### src/hw/rtl/glbs_pkg.sv
// Shared types and constants for the link bring-up sequencer.
package glbs_pkg;

    typedef enum logic [2:0] {
        PH_PROBE     = 3'd0,
        PH_CONFIGURE = 3'd1,
        PH_SWITCH    = 3'd2,
        PH_ACTIVE    = 3'd3,
        PH_RETRY     = 3'd4
    } t_phase;

    typedef enum logic [2:0] {
        CFG_PROBE_TIMEOUT  = 3'd0,
        CFG_SWITCH_SETTLE  = 3'd1,
        CFG_COMMAND_GAP    = 3'd2,
        CFG_ACTIVE_TIMEOUT = 3'd3,
        CFG_EXHAUSTED_WAIT = 3'd4,
        CFG_STALE_LIMIT    = 3'd5,
        CFG_STALE_WAIT     = 3'd6,
        CFG_MAX_ATTEMPTS   = 3'd7
    } t_cfg_idx;

    localparam logic [2:0]  CMD_BAUD_SWITCH = 3'd7;
    localparam logic [1:0]  ATTEMPTS_SAT    = 2'd3;

    localparam logic [15:0] RST_PROBE_TIMEOUT  = 16'd1500;
    localparam logic [15:0] RST_SWITCH_SETTLE  = 16'd300;
    localparam logic [15:0] RST_COMMAND_GAP    = 16'd150;
    localparam logic [15:0] RST_ACTIVE_TIMEOUT = 16'd10000;
    localparam logic [15:0] RST_EXHAUSTED_WAIT = 16'd60000;
    localparam logic [15:0] RST_STALE_LIMIT    = 16'd5000;
    localparam logic [15:0] RST_STALE_WAIT     = 16'd10000;
    localparam logic [1:0]  RST_MAX_ATTEMPTS   = 2'd3;

endpackage

### src/hw/rtl/gps_link_bringup_sequencer_core.sv
// Link bring-up sequencer: tick input stream, one result item per tick.
// Each tick item carries the millisecond time and status flags and yields exactly one
// result item. The block accepts one item per clock cycle; an item passes an input
// register, a combinational state update and a result register, from which its result is
// offered. Throughput drops only while the result register is stalled
// by the downstream side. Configuration writes are accepted in every cycle.
module gps_link_bringup_sequencer_core
    import glbs_pkg::*;
#(
    parameter int BAUD_SLOTS      = 4,
    parameter int CONFIG_COMMANDS = 7
) (
    input  logic        i_clk,
    input  logic        i_rst_n,
    input  logic        i_s_axis_tvalid,
    output logic        o_s_axis_tready,
    // now_ms[31:0], sentence_event[32], configured[33], tx_ready[34], zero[39:35]
    input  logic [39:0] i_s_axis_tdata,
    output logic        o_m_axis_tvalid,
    input  logic        i_m_axis_tready,
    // send_command[0], command_id[3:1], restart_uart[4], baud_index[6:5],
    // clear_evidence[7], clear_configured[8], clear_fix[9], link_state[12:10], zero[15:13]
    output logic [15:0] o_m_axis_tdata,
    input  logic        i_cfg_valid,
    output logic        o_cfg_ready,
    input  logic [2:0]  i_cfg_index,
    input  logic [15:0] i_cfg_data
);

    localparam int SLOT_W = (BAUD_SLOTS > 1) ? $clog2(BAUD_SLOTS) : 1;

    logic [15:0] r_probe_timeout, r_switch_settle, r_command_gap, r_active_timeout;
    logic [15:0] r_exhausted_wait, r_stale_limit, r_stale_wait;
    logic [1:0]  r_max_attempts;

    logic        r_in_valid;
    logic [31:0] r_in_now;
    logic        r_in_event, r_in_configured, r_in_tx_ready;

    t_phase            r_phase, n_phase;
    logic [SLOT_W-1:0] r_slot, n_slot;
    logic [31:0]       r_deadline, n_deadline;
    logic [2:0]        r_next_cmd, n_next_cmd;
    logic [1:0]        r_attempts, n_attempts;
    logic              r_sentence_seen, n_sentence_seen;
    logic              r_heard_any, n_heard_any;
    logic [31:0]       r_last_time, n_last_time;

    logic        r_out_valid;
    logic [15:0] r_out_data;

    logic        out_free, stage_fire;
    logic        o_send, o_restart, o_clr_ev, o_clr_cfg, o_clr_fix;
    logic [2:0]  o_cmd;
    logic        reached, go_probe;
    logic [31:0] deadline_diff, silence;
    logic [SLOT_W:0]   probe_target;
    logic [SLOT_W+1:0] slot_ext;

    assign out_free        = !r_out_valid || i_m_axis_tready;
    assign stage_fire      = r_in_valid && out_free;
    assign o_s_axis_tready = !r_in_valid || out_free;
    assign o_m_axis_tvalid = r_out_valid;
    assign o_m_axis_tdata  = r_out_data;
    assign o_cfg_ready     = 1'b1;

    always_ff @(posedge i_clk) begin
        if (!i_rst_n) begin
            r_probe_timeout  <= RST_PROBE_TIMEOUT;
            r_switch_settle  <= RST_SWITCH_SETTLE;
            r_command_gap    <= RST_COMMAND_GAP;
            r_active_timeout <= RST_ACTIVE_TIMEOUT;
            r_exhausted_wait <= RST_EXHAUSTED_WAIT;
            r_stale_limit    <= RST_STALE_LIMIT;
            r_stale_wait     <= RST_STALE_WAIT;
            r_max_attempts   <= RST_MAX_ATTEMPTS;
        end else if (i_cfg_valid) begin
            case (t_cfg_idx'(i_cfg_index))
                CFG_PROBE_TIMEOUT:  r_probe_timeout  <= i_cfg_data;
                CFG_SWITCH_SETTLE:  r_switch_settle  <= i_cfg_data;
                CFG_COMMAND_GAP:    r_command_gap    <= i_cfg_data;
                CFG_ACTIVE_TIMEOUT: r_active_timeout <= i_cfg_data;
                CFG_EXHAUSTED_WAIT: r_exhausted_wait <= i_cfg_data;
                CFG_STALE_LIMIT:    r_stale_limit    <= i_cfg_data;
                CFG_STALE_WAIT:     r_stale_wait     <= i_cfg_data;
                CFG_MAX_ATTEMPTS:   r_max_attempts   <= i_cfg_data[1:0];
                default: ;
            endcase
        end
    end

    always_ff @(posedge i_clk) begin
        if (!i_rst_n) begin
            r_in_valid <= 1'b0;
        end else if (o_s_axis_tready) begin
            r_in_valid <= i_s_axis_tvalid;
        end
    end

    always_ff @(posedge i_clk) begin
        if (o_s_axis_tready && i_s_axis_tvalid) begin
            r_in_now        <= i_s_axis_tdata[31:0];
            r_in_event      <= i_s_axis_tdata[32];
            r_in_configured <= i_s_axis_tdata[33];
            r_in_tx_ready   <= i_s_axis_tdata[34];
        end
    end

    always_ff @(posedge i_clk) begin
        if (!i_rst_n) begin
            r_phase         <= PH_PROBE;
            r_slot          <= '0;
            r_deadline      <= {16'd0, RST_PROBE_TIMEOUT};
            r_next_cmd      <= '0;
            r_attempts      <= '0;
            r_sentence_seen <= 1'b0;
            r_heard_any     <= 1'b0;
            r_last_time     <= '0;
        end else if (stage_fire) begin
            r_phase         <= n_phase;
            r_slot          <= n_slot;
            r_deadline      <= n_deadline;
            r_next_cmd      <= n_next_cmd;
            r_attempts      <= n_attempts;
            r_sentence_seen <= n_sentence_seen;
            r_heard_any     <= n_heard_any;
            r_last_time     <= n_last_time;
        end
    end

    always_comb begin
        n_sentence_seen = r_sentence_seen | r_in_event;
        n_heard_any     = r_heard_any | r_in_event;
        n_last_time     = r_in_event ? r_in_now : r_last_time;
        n_phase         = r_phase;
        n_slot          = r_slot;
        n_deadline      = r_deadline;
        n_next_cmd      = r_next_cmd;
        n_attempts      = r_attempts;
        o_send          = 1'b0;
        o_cmd           = '0;
        o_restart       = 1'b0;
        o_clr_ev        = 1'b0;
        o_clr_cfg       = 1'b0;
        o_clr_fix       = 1'b0;
        go_probe        = 1'b0;
        probe_target    = '0;
        deadline_diff   = r_in_now - r_deadline;
        reached         = !deadline_diff[31];
        silence         = r_in_now - n_last_time;

        case (r_phase)
            PH_PROBE: begin
                if (n_sentence_seen) begin
                    if (r_slot != '0) begin
                        if (r_in_tx_ready) begin
                            o_send     = 1'b1;
                            o_cmd      = CMD_BAUD_SWITCH;
                            n_phase    = PH_SWITCH;
                            n_deadline = r_in_now + {16'd0, r_switch_settle};
                        end
                    end else begin
                        n_phase    = PH_CONFIGURE;
                        n_next_cmd = '0;
                        n_deadline = r_in_now;
                        o_clr_ev   = 1'b1;
                    end
                end else if (reached) begin
                    if (({1'b0, r_slot} + (SLOT_W+1)'(1)) < (SLOT_W+1)'(BAUD_SLOTS)) begin
                        go_probe     = 1'b1;
                        probe_target = {1'b0, r_slot} + (SLOT_W+1)'(1);
                    end else begin
                        o_clr_fix  = 1'b1;
                        o_clr_cfg  = 1'b1;
                        n_phase    = PH_RETRY;
                        n_deadline = r_in_now + {16'd0, r_exhausted_wait};
                    end
                end
            end
            PH_CONFIGURE: begin
                if (reached) begin
                    if (r_next_cmd < 3'(CONFIG_COMMANDS)) begin
                        if (r_in_tx_ready) begin
                            o_send     = 1'b1;
                            o_cmd      = r_next_cmd;
                            n_next_cmd = r_next_cmd + 3'd1;
                            n_deadline = r_in_now + {16'd0, r_command_gap};
                        end
                    end else begin
                        n_phase    = PH_ACTIVE;
                        n_deadline = r_in_now + {16'd0, r_active_timeout};
                        if (r_attempts < ATTEMPTS_SAT) begin
                            n_attempts = r_attempts + 2'd1;
                        end
                    end
                end
            end
            PH_SWITCH: begin
                go_probe = reached;
            end
            PH_ACTIVE: begin
                if (!r_in_configured && reached && (r_attempts < r_max_attempts)) begin
                    n_phase    = PH_CONFIGURE;
                    n_next_cmd = '0;
                    n_deadline = r_in_now;
                    o_clr_ev   = 1'b1;
                end
                if (n_heard_any && (silence > {16'd0, r_stale_limit})) begin
                    o_clr_cfg  = 1'b1;
                    o_clr_fix  = 1'b1;
                    n_phase    = PH_RETRY;
                    n_deadline = r_in_now + {16'd0, r_stale_wait};
                end
            end
            PH_RETRY: begin
                go_probe = reached;
            end
            default: begin
                go_probe = 1'b1;
            end
        endcase

        if (go_probe) begin
            if (probe_target >= (SLOT_W+1)'(BAUD_SLOTS)) begin
                probe_target = '0;
            end
            o_clr_cfg       = 1'b1;
            o_clr_ev        = 1'b1;
            o_restart       = 1'b1;
            n_attempts      = '0;
            n_slot          = probe_target[SLOT_W-1:0];
            n_sentence_seen = 1'b0;
            n_phase         = PH_PROBE;
            n_deadline      = r_in_now + {16'd0, r_probe_timeout};
        end

        slot_ext = {2'b00, n_slot};
    end

    always_ff @(posedge i_clk) begin
        if (!i_rst_n) begin
            r_out_valid <= 1'b0;
        end else if (stage_fire) begin
            r_out_valid <= 1'b1;
        end else if (i_m_axis_tready) begin
            r_out_valid <= 1'b0;
        end
    end

    always_ff @(posedge i_clk) begin
        if (stage_fire) begin
            r_out_data <= {3'b000, n_phase, o_clr_fix, o_clr_cfg, o_clr_ev,
                           slot_ext[1:0], o_restart, o_cmd, o_send};
        end
    end

    a_idle_cmd_zero: assert property (@(posedge i_clk) disable iff (!i_rst_n)
        (r_out_valid && !r_out_data[0]) |-> (r_out_data[3:1] == 3'd0))
        else $error("command id set without a command");

    a_restart_in_probe: assert property (@(posedge i_clk) disable iff (!i_rst_n)
        (r_out_valid && r_out_data[4]) |-> (r_out_data[12:10] == PH_PROBE))
        else $error("uart restart outside probing");

    a_fix_clear_retry: assert property (@(posedge i_clk) disable iff (!i_rst_n)
        (r_out_valid && r_out_data[9]) |-> (r_out_data[12:10] == PH_RETRY))
        else $error("fix cleared outside retry wait");

    a_fire_gives_result: assert property (@(posedge i_clk) disable iff (!i_rst_n)
        stage_fire |=> r_out_valid)
        else $error("tick lost between stages");

    a_stall_holds_input: assert property (@(posedge i_clk) disable iff (!i_rst_n)
        !o_s_axis_tready |-> (r_in_valid && r_out_valid))
        else $error("input stalled with a free stage");

endmodule
### config.mk
export PLATFORM = sky130hd
export DESIGN_NAME = gps_link_bringup_sequencer_core
export DESIGN_NICKNAME = d
export VERILOG_FILES = /design/src/hw/rtl/glbs_pkg.sv /design/src/hw/rtl/gps_link_bringup_sequencer_core.sv
export SDC_FILE = /design/constraint.sdc
export NUM_CORES = 1
export LEC_CHECK = 0
export BUFFER_PORTS_ARGS = -buffer_cell sky130_fd_sc_hd__buf_2
export CAP_MARGIN = 20
export CORE_MARGIN = 5
export CORE_UTILIZATION = 63
export CTS_CLUSTER_DIAMETER = 100
export DETAILED_ROUTE_END_ITERATION = 6
export PLACE_DENSITY = 0.78
export SLEW_MARGIN = 20
export SYNTH_ARGS = -nofsm -noshare
export SYNTH_HDL_FRONTEND = slang
export SYNTH_SLANG_ARGS = --single-unit
### constraint.sdc
create_clock -name i_clk -period 6.6 [get_ports i_clk]
set_input_delay 0.33 -clock i_clk [delete_from_list [all_inputs] [get_ports i_clk]]
set_output_delay 0.33 -clock i_clk [all_outputs]
set_load 0.01 [all_outputs]
==> impl_summary.log, run 1 <==
INFO  metric grt_first_pass_wirelength = 83,200 µm
INFO  metric timing.rr.end = r_deadline[10]$_SDFFE_PN1P_
INFO  metric cts_htree_levels = 1
INFO  metric routed_wire_length_per_instance = about 20 µm
INFO  metric share_clk_of_total_power = about 37%
INFO  metric dieArea = 0.0315 mm²
INFO  metric timing.critical_path.cells = mux2i_1 -> inv_1 -> fa_1 -> nand2b_1 -> a21oi_2 -> or3b_1 -> a21boi_1 -> xnor2_1 -> ha_1 -> nand3_1 -> or3_1 -> nor2_1 -> nor3_1 -> nor4b_2 -> and4b_1 -> nand4_1 -> nor4b_4 -> a21oi_2 -> buf_4 -> mux2i_1 -> a221oi_1 -> a211oi_1 -> o21ai_0
INFO  metric antenna_left = 0
INFO  metric r2r_slack = about 500 ps
INFO  metric die_x = between 150 and 200 µm
INFO  metric antenna_violations_before_repair = 2
INFO  metric reg2reg_launch_point = r_in_now[1]$_DFFE_PP_
INFO  metric power_switching_share = about a third
INFO  metric hold-path-cell-count = 4
INFO  metric worst_r2r_path_depth = 23
INFO  metric cp_num_cells = 23
INFO  metric io_pins = 83
INFO  metric whs_endpoint = o_m_axis_tvalid$_SDFFE_PN0P_
INFO  metric slowest_delay = roughly 620 ps
INFO  metric crit_type = flop to flop
INFO  metric proportion_of_layout_cells_with_a_drive_suffix_above_1 = under 10%
INFO  metric number_of_clock_buffers_inserted_by_tritoncts = 28
INFO  metric final_cell_mix = 355 x nand2_1, 224 x a21oi_1, 192 x dfxtp_1, 173 x nor2_1, 164 x ha_1
INFO  metric clock_tree.buffer_depth = 3
INFO  metric yosys.cell_types.count = a little over 80
INFO  metric timing_max_transition_violations_final = 0
INFO  metric post-route-period-util = 92.4%
INFO  metric syn_inst = between 2,000 and 2,500
INFO  metric cts.sinks = between 200 and 250
INFO  metric critical_path_buf_inv_count = 2
INFO  metric max_slew_margin = around a third
INFO  metric synth.ff_latch_count = 240
INFO  metric power_report.internal_total = ~3 mW
INFO  metric detailedRoute.firstPassIterationCount = 6
INFO  metric ys_async_sr_fraction = 0%
INFO  metric startpoint_type = flop
INFO  metric synth-edff-count = 48
INFO  metric share_seq_of_total_power = a little under two fifths
INFO  metric timing.final.hold_violations = 0
INFO  metric timing.critical_path.to_type = flop
INFO  metric setup_repair_after_global_routing_missed_its_margin = false
INFO  metric cts_root_buffer = clkbuf_16
INFO  metric fin_util = 70.8%
INFO  metric post-dp-hpwl = 38,400 µm
INFO  metric crit_family = simple AND/OR/NAND/NOR gates
INFO  metric grt_overflow_total = 0
INFO  metric synth-warning-count = 0
INFO  metric mostFrequentLayoutCell = nand2_1
INFO  metric detail_route.wirelength = 53,000 µm
INFO  metric post_drt_via_cell_ratio = ~6.3
INFO  metric finalWeightedCongestion = ~0.96
INFO  metric holdCritPathClass = primary input to flop
INFO  metric synth.yosys.seq_area_share = roughly 30%
INFO  metric power_density = roughly 220 mW/mm²
INFO  metric cp_data_arrival_time = 6490 ps
INFO  metric vias = around 17,000
INFO  metric first_global_vias = roughly 16,000
INFO  metric hold_path_startpoint = i_m_axis_tready
INFO  metric worst_pin_slew = between 1000 and 1500 ps
INFO  metric timing.fmax = around 0.16 GHz
INFO  metric critical_path_required = roughly 7000 ps
INFO  metric die_h = 178 µm
INFO  metric insertion_delay = roughly 560 ps
INFO  metric ys_dominant_reg_cell = dfxtp_1
INFO  metric setup_violation_total_in_the_final_timing_report = 0
INFO  metric grt_util_all_layers = between 30 and 40%
INFO  metric min_period = roughly 6000 ps
INFO  metric postSynthAreaPerCell = 7.85 µm²
INFO  metric vdd.ir_drop.worst = around 0.22 mV
INFO  metric port_buffers = 73
INFO  metric finalNetCount = 2,544
INFO  metric cts_tree = yes
INFO  metric cap_viol_max_count = 0
INFO  metric cpMaxStageDelayCell = edfxtp_1
INFO  metric cts.reportedPaths.clkPinSlew = approximately 70 ps
INFO  metric p_leak = about 8 nW
INFO  metric power_switching = ~1.4 mW
INFO  metric drt_iter0_drc = between 1,500 and 2,000
INFO  metric syn_to_final_growth = 11.1%
INFO  metric synth.cell_area = roughly 0.018 mm²
INFO  metric drcViolationCount = 0
INFO  metric placement_rows = slightly above 60
INFO  metric portion_of_total_power_attributed_to_combinational_logic = 25.7%
INFO  metric grt_start_max_net_pins = 76
INFO  metric placeableCoreArea = 0.0278 mm²
INFO  metric run_status = finished clean
INFO  metric clock_skew = roughly 11 ps
INFO  metric setup_tns = 0 ps
INFO  metric start_util = between 60 and 70%
INFO  metric path_max_fanout = 21
[cell type report]
| class | count | area (µm²) |
|---|---|---|
| Clock inverter | 23 | 226 |
| Antenna cell | 1 | 2.50 |
| Inverter | 90 | 340 |
| Fill cell | 2374 | 8120 |
| Tap cell | 378 | 473 |
| Clock buffer | 29 | 714 |
| Multi-Input combinational cell | 1802 | 11600 |
| Sequential cell | 240 | 5290 |
| Timing Repair Buffer | 148 | 1030 |
[registers in the layout (all words and copies together) (netlist names), 2 cells and up]
register and flops:
r_exhausted_wait 16, r_probe_timeout 16, r_in_now 32, o_m_axis_tdata 13, r_command_gap 16, r_next_cmd 3
r_phase 3, r_last_time 32, r_deadline 32, r_active_timeout 16, r_slot 2, r_max_attempts 2
r_stale_wait 16, r_switch_settle 16, r_attempts 2, r_stale_limit 16
[per-layer routing]
layer,up-vias,wire (µm),GRT usage (%)
li1,8247,-,-
met1,7991,21900,42.0
met2,732,24300,54.0
met3,177,3740,4.20
met4,2,3020,16.9
met5,-,13,0
[repair_timing]
| item | CTS | global route |
|---|---|---|
| endpoints found under the setup margin | 0 | 21 |
| hold endpoints to repair | 36 | 0 |
| hold buffers | 36 | 0 |
| setup buffers | 0 | 1 |
| resized for setup | 0 | 1 |
[worst min-delay path, delay by kind of cell]
kind                   cells  cell delay (ps)
buffers and inverters      1               70
AND/OR/NAND/NOR            3              190
[power groups by stage]
stage	combinational [mW]	sequential, mW	clock [mW]
after floorplan	0.804	1.64	0
after global placement	1.04	1.66	0
after detailed placement	1.07	1.66	0
after CTS	1.09	1.63	1.61
after global routing	1.23	1.64	1.67
final	1.12	1.63	1.59
[how the worst max path moves through the flow]
| stage | startpoint | to | slack [ps] |
|---|---|---|---|
| floorplan | r_in_event$_DFFE_PP_ | r_deadline[14]$_SDFFE_PN0P_ | 940 |
| global placement | r_in_event$_DFFE_PP_ | r_deadline[26]$_SDFFE_PN0P_ | 510 |
| detailed placement | r_in_event$_DFFE_PP_ | r_deadline[10]$_SDFFE_PN1P_ | 390 |
| CTS | r_in_event$_DFFE_PP_ | r_deadline[26]$_SDFFE_PN0P_ | 360 |
| global route | r_in_event$_DFFE_PP_ | r_deadline[10]$_SDFFE_PN1P_ | 70 |
| finish | r_in_now[1]$_DFFE_PP_ | r_deadline[10]$_SDFFE_PN1P_ | 500 |
[cell usage after synthesis, types with 5 or more instances]
cell,count,area [µm²]
and4_1,6,52.6
o211ai_1,34,255
clkbuf_1,93,349
o21a_1,27,203
fa_1,6,120
o21bai_1,11,82.6
a31oi_1,18,113
o41ai_1,6,52.6
a221oi_1,6,52.6
a21oi_1,224,1120
a2111oi_0,7,61.3
nor3_1,42,210
inv_1,89,334
xor2_1,28,245
dfxtp_1,192,3840
mux2i_1,52,521
a22oi_1,5,37.5
nand4_1,23,144
nor2_1,174,653
o21ai_0,108,541
nand2_1,356,1340
a21o_1,39,293
a211o_1,6,52.6
mux2_2,25,282
or2_2,10,62.6
buf_1,8,30.0
o22ai_1,5,31.3
and3_1,20,125
nor4_1,15,93.8
o2111ai_1,13,114
o31ai_1,7,52.6
a211oi_1,57,428
nand2b_1,28,175
ha_1,164,2050
o21ai_1,7,35.0
nor2b_1,25,156
buf_2,13,65.1
buf_4,5,37.5
o221ai_1,13,114
or3_1,8,50.1
and2_1,10,62.6
xnor2_1,63,552
edfxtp_1,48,1440
nand3_1,92,460
[cell families (layout without fill, tap and decap cells)]
logic type / count (synthesis) / in the layout / synth area share [%]
AOI/OAI and AO/OA: 630 / 630 / 22.5
xor gates and xnor gates: 91 / 91 / 4.50
adders and majority gates: 170 / 170 / 12.3
buffers and inverters: 213 / 290 / 4.85
DFF: 240 / 240 / 29.9
muxes: 78 / 78 / 4.62
other: 2 / 5 / 0.0424
and+or+nand+nor: 829 / 829 / 21.3
[per-stage QoR]
stage	hold WS [ps]	instances	worst slack (ps)	total power, mW	area [µm²]
finish	80.2	2711	503	4.34	19700
global route	88.4	2710	69.5	4.54	19700
CTS	63.1	2709	364	4.33	19600
detailed placement	443	2621	393	2.73	18300
global placement	439	2621	510	2.70	18300
floorplan	429	2255	942	2.44	17700
No activity file was read; power rests on OpenSTA's default activity.
==> run 2, diff against run 1 <==
- ABC_AREA: not set -> 1
- CORE_UTILIZATION: 63 -> 64
- PLACE_DENSITY: 0.78 -> 0.79
- SLEW_MARGIN: 20 -> not set
==> run 2 against run 1 <==
Compared with the run above: register-to-register slack improved by 150 ps; power increased by 6.8%; first-iteration DRC count increased by 55%; maximum frequency increased by 2.6%; sequential power about the same; worst setup slack improved by 150 ps; clock-buffer cell count increased by 8; die area increased by 7.2%; largest power group unchanged; sequential cell count unchanged.
==> impl_summary.log, run 2 <==
INFO  metric run_status = finished clean
INFO  metric grt_start_max_net_pins = 98 (+29%)
INFO  metric ys_async_sr_fraction = 0% (unchanged)
INFO  metric postCtsSetupRepairBufs = 0 (unchanged)
INFO  metric post_synth_main_area_contributors = dfxtp_1 20%, nand2_1 16%, ha_1 11%
INFO  metric start_util = 65.1% (+1.4 points)
INFO  metric mostFrequentLayoutCell = nand2_1
INFO  metric grt_overflow_total = 0 (unchanged)
INFO  metric timing.fmax = 0.168 GHz (+2.6%)
INFO  metric io_pins = 83 (unchanged)
INFO  metric cp_data_arrival_time = 6350 ps (-140 ps)
INFO  metric timing.rr.end = r_deadline[10]$_SDFFE_PN1P_
INFO  metric timing.hold.ws = 61.1 ps (-19.1 ps)
INFO  metric post_dp_cell_area = 0.0201 mm² (+9.5%)
INFO  metric synth.yosys.seq_area_share = 27.3% (-2.6 points)
INFO  metric path_max_fanout = 31 (+48%)
INFO  metric routed_wire_length_per_instance = 20.0 µm (+2.3%)
INFO  metric number_of_clock_buffers_inserted_by_tritoncts = 28 (unchanged)
INFO  metric synth.cell_area = 0.0194 mm² (+9.4%)
INFO  metric startpoint_type = flop
INFO  metric first_global_vias = 20,400 (+27%)
INFO  metric die_x = 184 µm (+3.5%)
INFO  metric vias = 21,400 (+25%)
INFO  metric grt_first_pass_wirelength = 109,000 µm (+31%)
INFO  metric synth-warning-count = 0 (unchanged)
INFO  metric drt_iter0_drc = 2,528 (+55%)
INFO  metric proportion_of_layout_cells_with_a_drive_suffix_above_1 = 6.03% (-3.3 points)
INFO  metric worst_pin_slew = 1060 ps (+42.2 ps)
INFO  metric syn_to_final_growth = 10.2%
INFO  metric post-dp-hpwl = 50,500 µm (+32%)
INFO  metric holdCritPathClass = primary input to flop
INFO  metric antenna_left = 0 (unchanged)
INFO  metric insertion_delay = 580 ps (+20 ps)
INFO  metric fin_ws = 658 ps (+154 ps)
INFO  metric ys_dominant_reg_cell = dfxtp_1
INFO  metric synth_top_cells_by_count = 800 x nand2_1, 346 x inv_1, 344 x nor2_1, 253 x o21ai_0, 246 x a21oi_1
INFO  metric timing.critical_path.to_type = flop
INFO  metric clock_tree.buffer_depth = 3 (unchanged)
INFO  metric cts_tree = yes
INFO  metric fin_area = 0.0213 mm² (+8.4%)
INFO  metric final_cell_mix = 800 x nand2_1, 345 x inv_1, 344 x nor2_1, 253 x o21ai_0, 246 x a21oi_1
INFO  metric postSynthAreaPerCell = 6.41 µm² (-18%)
INFO  metric syn_inst = 3,017 (+34%)
INFO  metric yosys.cell_types.count = 57 (-30%)
INFO  metric cts_root_buffer = clkbuf_16
INFO  metric timing_max_transition_violations_final = 0 (unchanged)
INFO  metric dieArea = 0.0338 mm² (+7.2%)
INFO  metric setup_violation_total_in_the_final_timing_report = 0 (unchanged)
INFO  metric cp-startpoint = r_in_event$_DFFE_PP_
INFO  metric reg2reg_launch_point = r_in_event$_DFFE_PP_
INFO  metric drcViolationCount = 0 (unchanged)
INFO  metric synth_largest_area_cell = dfxtp_1
INFO  metric cap_viol_max_count = 0 (unchanged)
INFO  metric cts.sinks = 240 (unchanged)
INFO  metric netlist.area_leader.share = 19.9% (-1.9 points)
INFO  metric finalWeightedCongestion = 1.05 (+9.4%)
INFO  metric clock_skew = 25.2 ps (+14.4 ps)
INFO  metric placeableCoreArea = 0.0297 mm² (+7.0%)
INFO  metric synth.ff_latch_count = 240 (unchanged)
INFO  metric detailedRoute.firstPassIterationCount = 6 (unchanged)
INFO  metric slowest_delay = 1030 ps (+410 ps)
INFO  metric p_leak = 10.5 nW (+30%)
INFO  metric antenna_violations_before_repair = 5 (+3)
INFO  metric setup_tns = 0 ps (unchanged)
INFO  metric power_density = 217 mW/mm² (-1.5%)
INFO  metric vdd.ir_drop.worst = 0.244 mV (+12%)
INFO  metric timing.final.hold_violations = 0 (unchanged)
INFO  metric min_period = 5940 ps (-154 ps)
INFO  metric detail_route.wirelength = 70,300 µm (+32%)
INFO  metric preCtsSetupSlack = 940 ps (+547 ps)
INFO  metric port_buffers = 73 (unchanged)
INFO  metric cts.reportedPaths.clkPinSlew = 60 ps (about the same)
INFO  metric synth-edff-count = 48 (unchanged)
INFO  metric crit_type = flop to flop
INFO  metric setup_repair_after_global_routing_missed_its_margin = false
INFO  metric max_slew_margin = 28.9% (-3.1 points)
INFO  metric post_drt_via_cell_ratio = 6.09 (-3.7%)
INFO  metric placement_rows = 63 (+3.3%)
INFO  metric post-synth-top-count-cell = nand2_1
INFO  metric cp-endpoint = r_deadline[10]$_SDFFE_PN1P_
INFO  metric die_h = 184 µm (+3.5%)
INFO  metric cts_htree_levels = 1 (unchanged)
INFO  metric cpMaxStageDelayCell = edfxtp_1
INFO  metric post-route-period-util = 90.0% (-2.3 points)
INFO  metric grt_util_all_layers = 40.4% (+7.7 points)
INFO  metric r2r_slack = 660 ps (+150 ps)
INFO  metric critical_path_required = 7010 ps (about the same)
INFO  metric finalNetCount = 3,332 (+31%)
INFO  metric layout_top_registers = r_deadline x32, r_in_now x32, r_last_time x32
INFO  metric worst_r2r_path_depth = 29 (+26%)
-- run 2: cell count changes after synthesis, sizes merged, moves of 24 or more --
| cell | previous run | this run |
|---|---|---|
| nand3 | 92 | 209 |
| nand2b | 28 | 0 |
| inv | 90 | 350 |
| nor2 | 175 | 349 |
| o21ai | 115 | 256 |
| o21a | 27 | 3 |
| mux2i | 52 | 8 |
| a21o | 39 | 8 |
| xor2 | 28 | 54 |
| nand2 | 356 | 812 |
| clkbuf | 94 | 70 |
| nor2b | 25 | 0 |
| mux2 | 26 | 0 |
| xnor2 | 63 | 27 |
-- run 2: layer usage --
metal / vias to the layer above / global-route usage [%] / routed length [µm]
met5: - / 0 / 0
li1: 10100 / - / -
met1: 9657 / 50.5 / 26500
met3: 342 / 9.08 / 8080
met4: 0 / 23.1 / 4850
met2: 1301 / 64.3 / 30800
-- run 2: report_power, final --
part	leakage (nW)	total [mW]	internal (mW)	switching, mW
logic	8.07	1.45	0.478	0.973
registers	2.04	1.66	1.59	0.0728
clock network	0.436	1.52	0.851	0.666
-- run 2: cell type report --
class | instances | area [µm²]
Multi-Input combinational cell | 2327 | 12300
Tap cell | 390 | 488
Clock inverter | 14 | 90.1
Antenna cell | 3 | 7.51
Fill cell | 2491 | 8400
Sequential cell | 240 | 5290
Timing Repair Buffer | 141 | 963
Inverter | 360 | 1350
Clock buffer | 37 | 797
-- run 2: worst min-delay path by stage --
stage	startpoint	endpoint	slack [ps]	cells after the start
after detailed placement	r_heard_any$_SDFFE_PN0P_	r_heard_any$_SDFFE_PN0P_	450	1
final	i_m_axis_tready	o_m_axis_tvalid$_SDFFE_PN0P_	60	4
after floorplan	r_last_time[0]$_SDFFE_PN0P_	r_last_time[0]$_SDFFE_PN0P_	420	2
after global placement	r_active_timeout[1]$_SDFFE_PN0P_	r_active_timeout[1]$_SDFFE_PN0P_	430	2
after CTS	i_s_axis_tvalid	r_in_valid$_SDFFE_PN0N_	40	3
after global routing	i_s_axis_tvalid	r_in_valid$_SDFFE_PN0N_	100	3
-- run 2: worst max-delay path, delay by kind of cell, from the launching register on --
family / cells / cell delay [ps]
AND/OR/NAND/NOR: 22 / 2680
flip-flops: 1 / 1030
adder cells (fa/ha/maj): 3 / 1030
buffers and inverters: 2 / 640
AO/OA/AOI/OAI: 1 / 280
XOR/XNOR: 1 / 100
-- run 2: stage by stage --
step | power, mW | instances | util [%]
2_1_floorplan | 2.65 | 3019 | -
3_3_place_gp | 3.01 | 3421 | 67.5
3_5_place_dp | 3.05 | 3421 | 67.5
4_1_cts | 4.57 | 3507 | 71.7
5_1_grt | 4.85 | 3509 | 71.7
6_report | 4.63 | 3512 | 71.7
-- run 2: cells by family after synthesis --
logic type / Yosys count / share of synthesized area (%)
DFF: 240 / 27.3
and+or+nand+nor: 1451 / 31.0
AOI/OAI and AO/OA: 613 / 17.4
adders and majority gates: 170 / 11.2
other: 2 / 0.0388
xor gates and xnor gates: 81 / 3.67
muxes: 8 / 0.414
buffers and inverters: 452 / 9.01
-- run 2: what timing repair did --
| item | 4_1_cts | 5_1_grt |
|---|---|---|
| hold endpoints to repair | 35 | 0 |
| resized for setup | 0 | 0 |
| hold buffers | 35 | 0 |
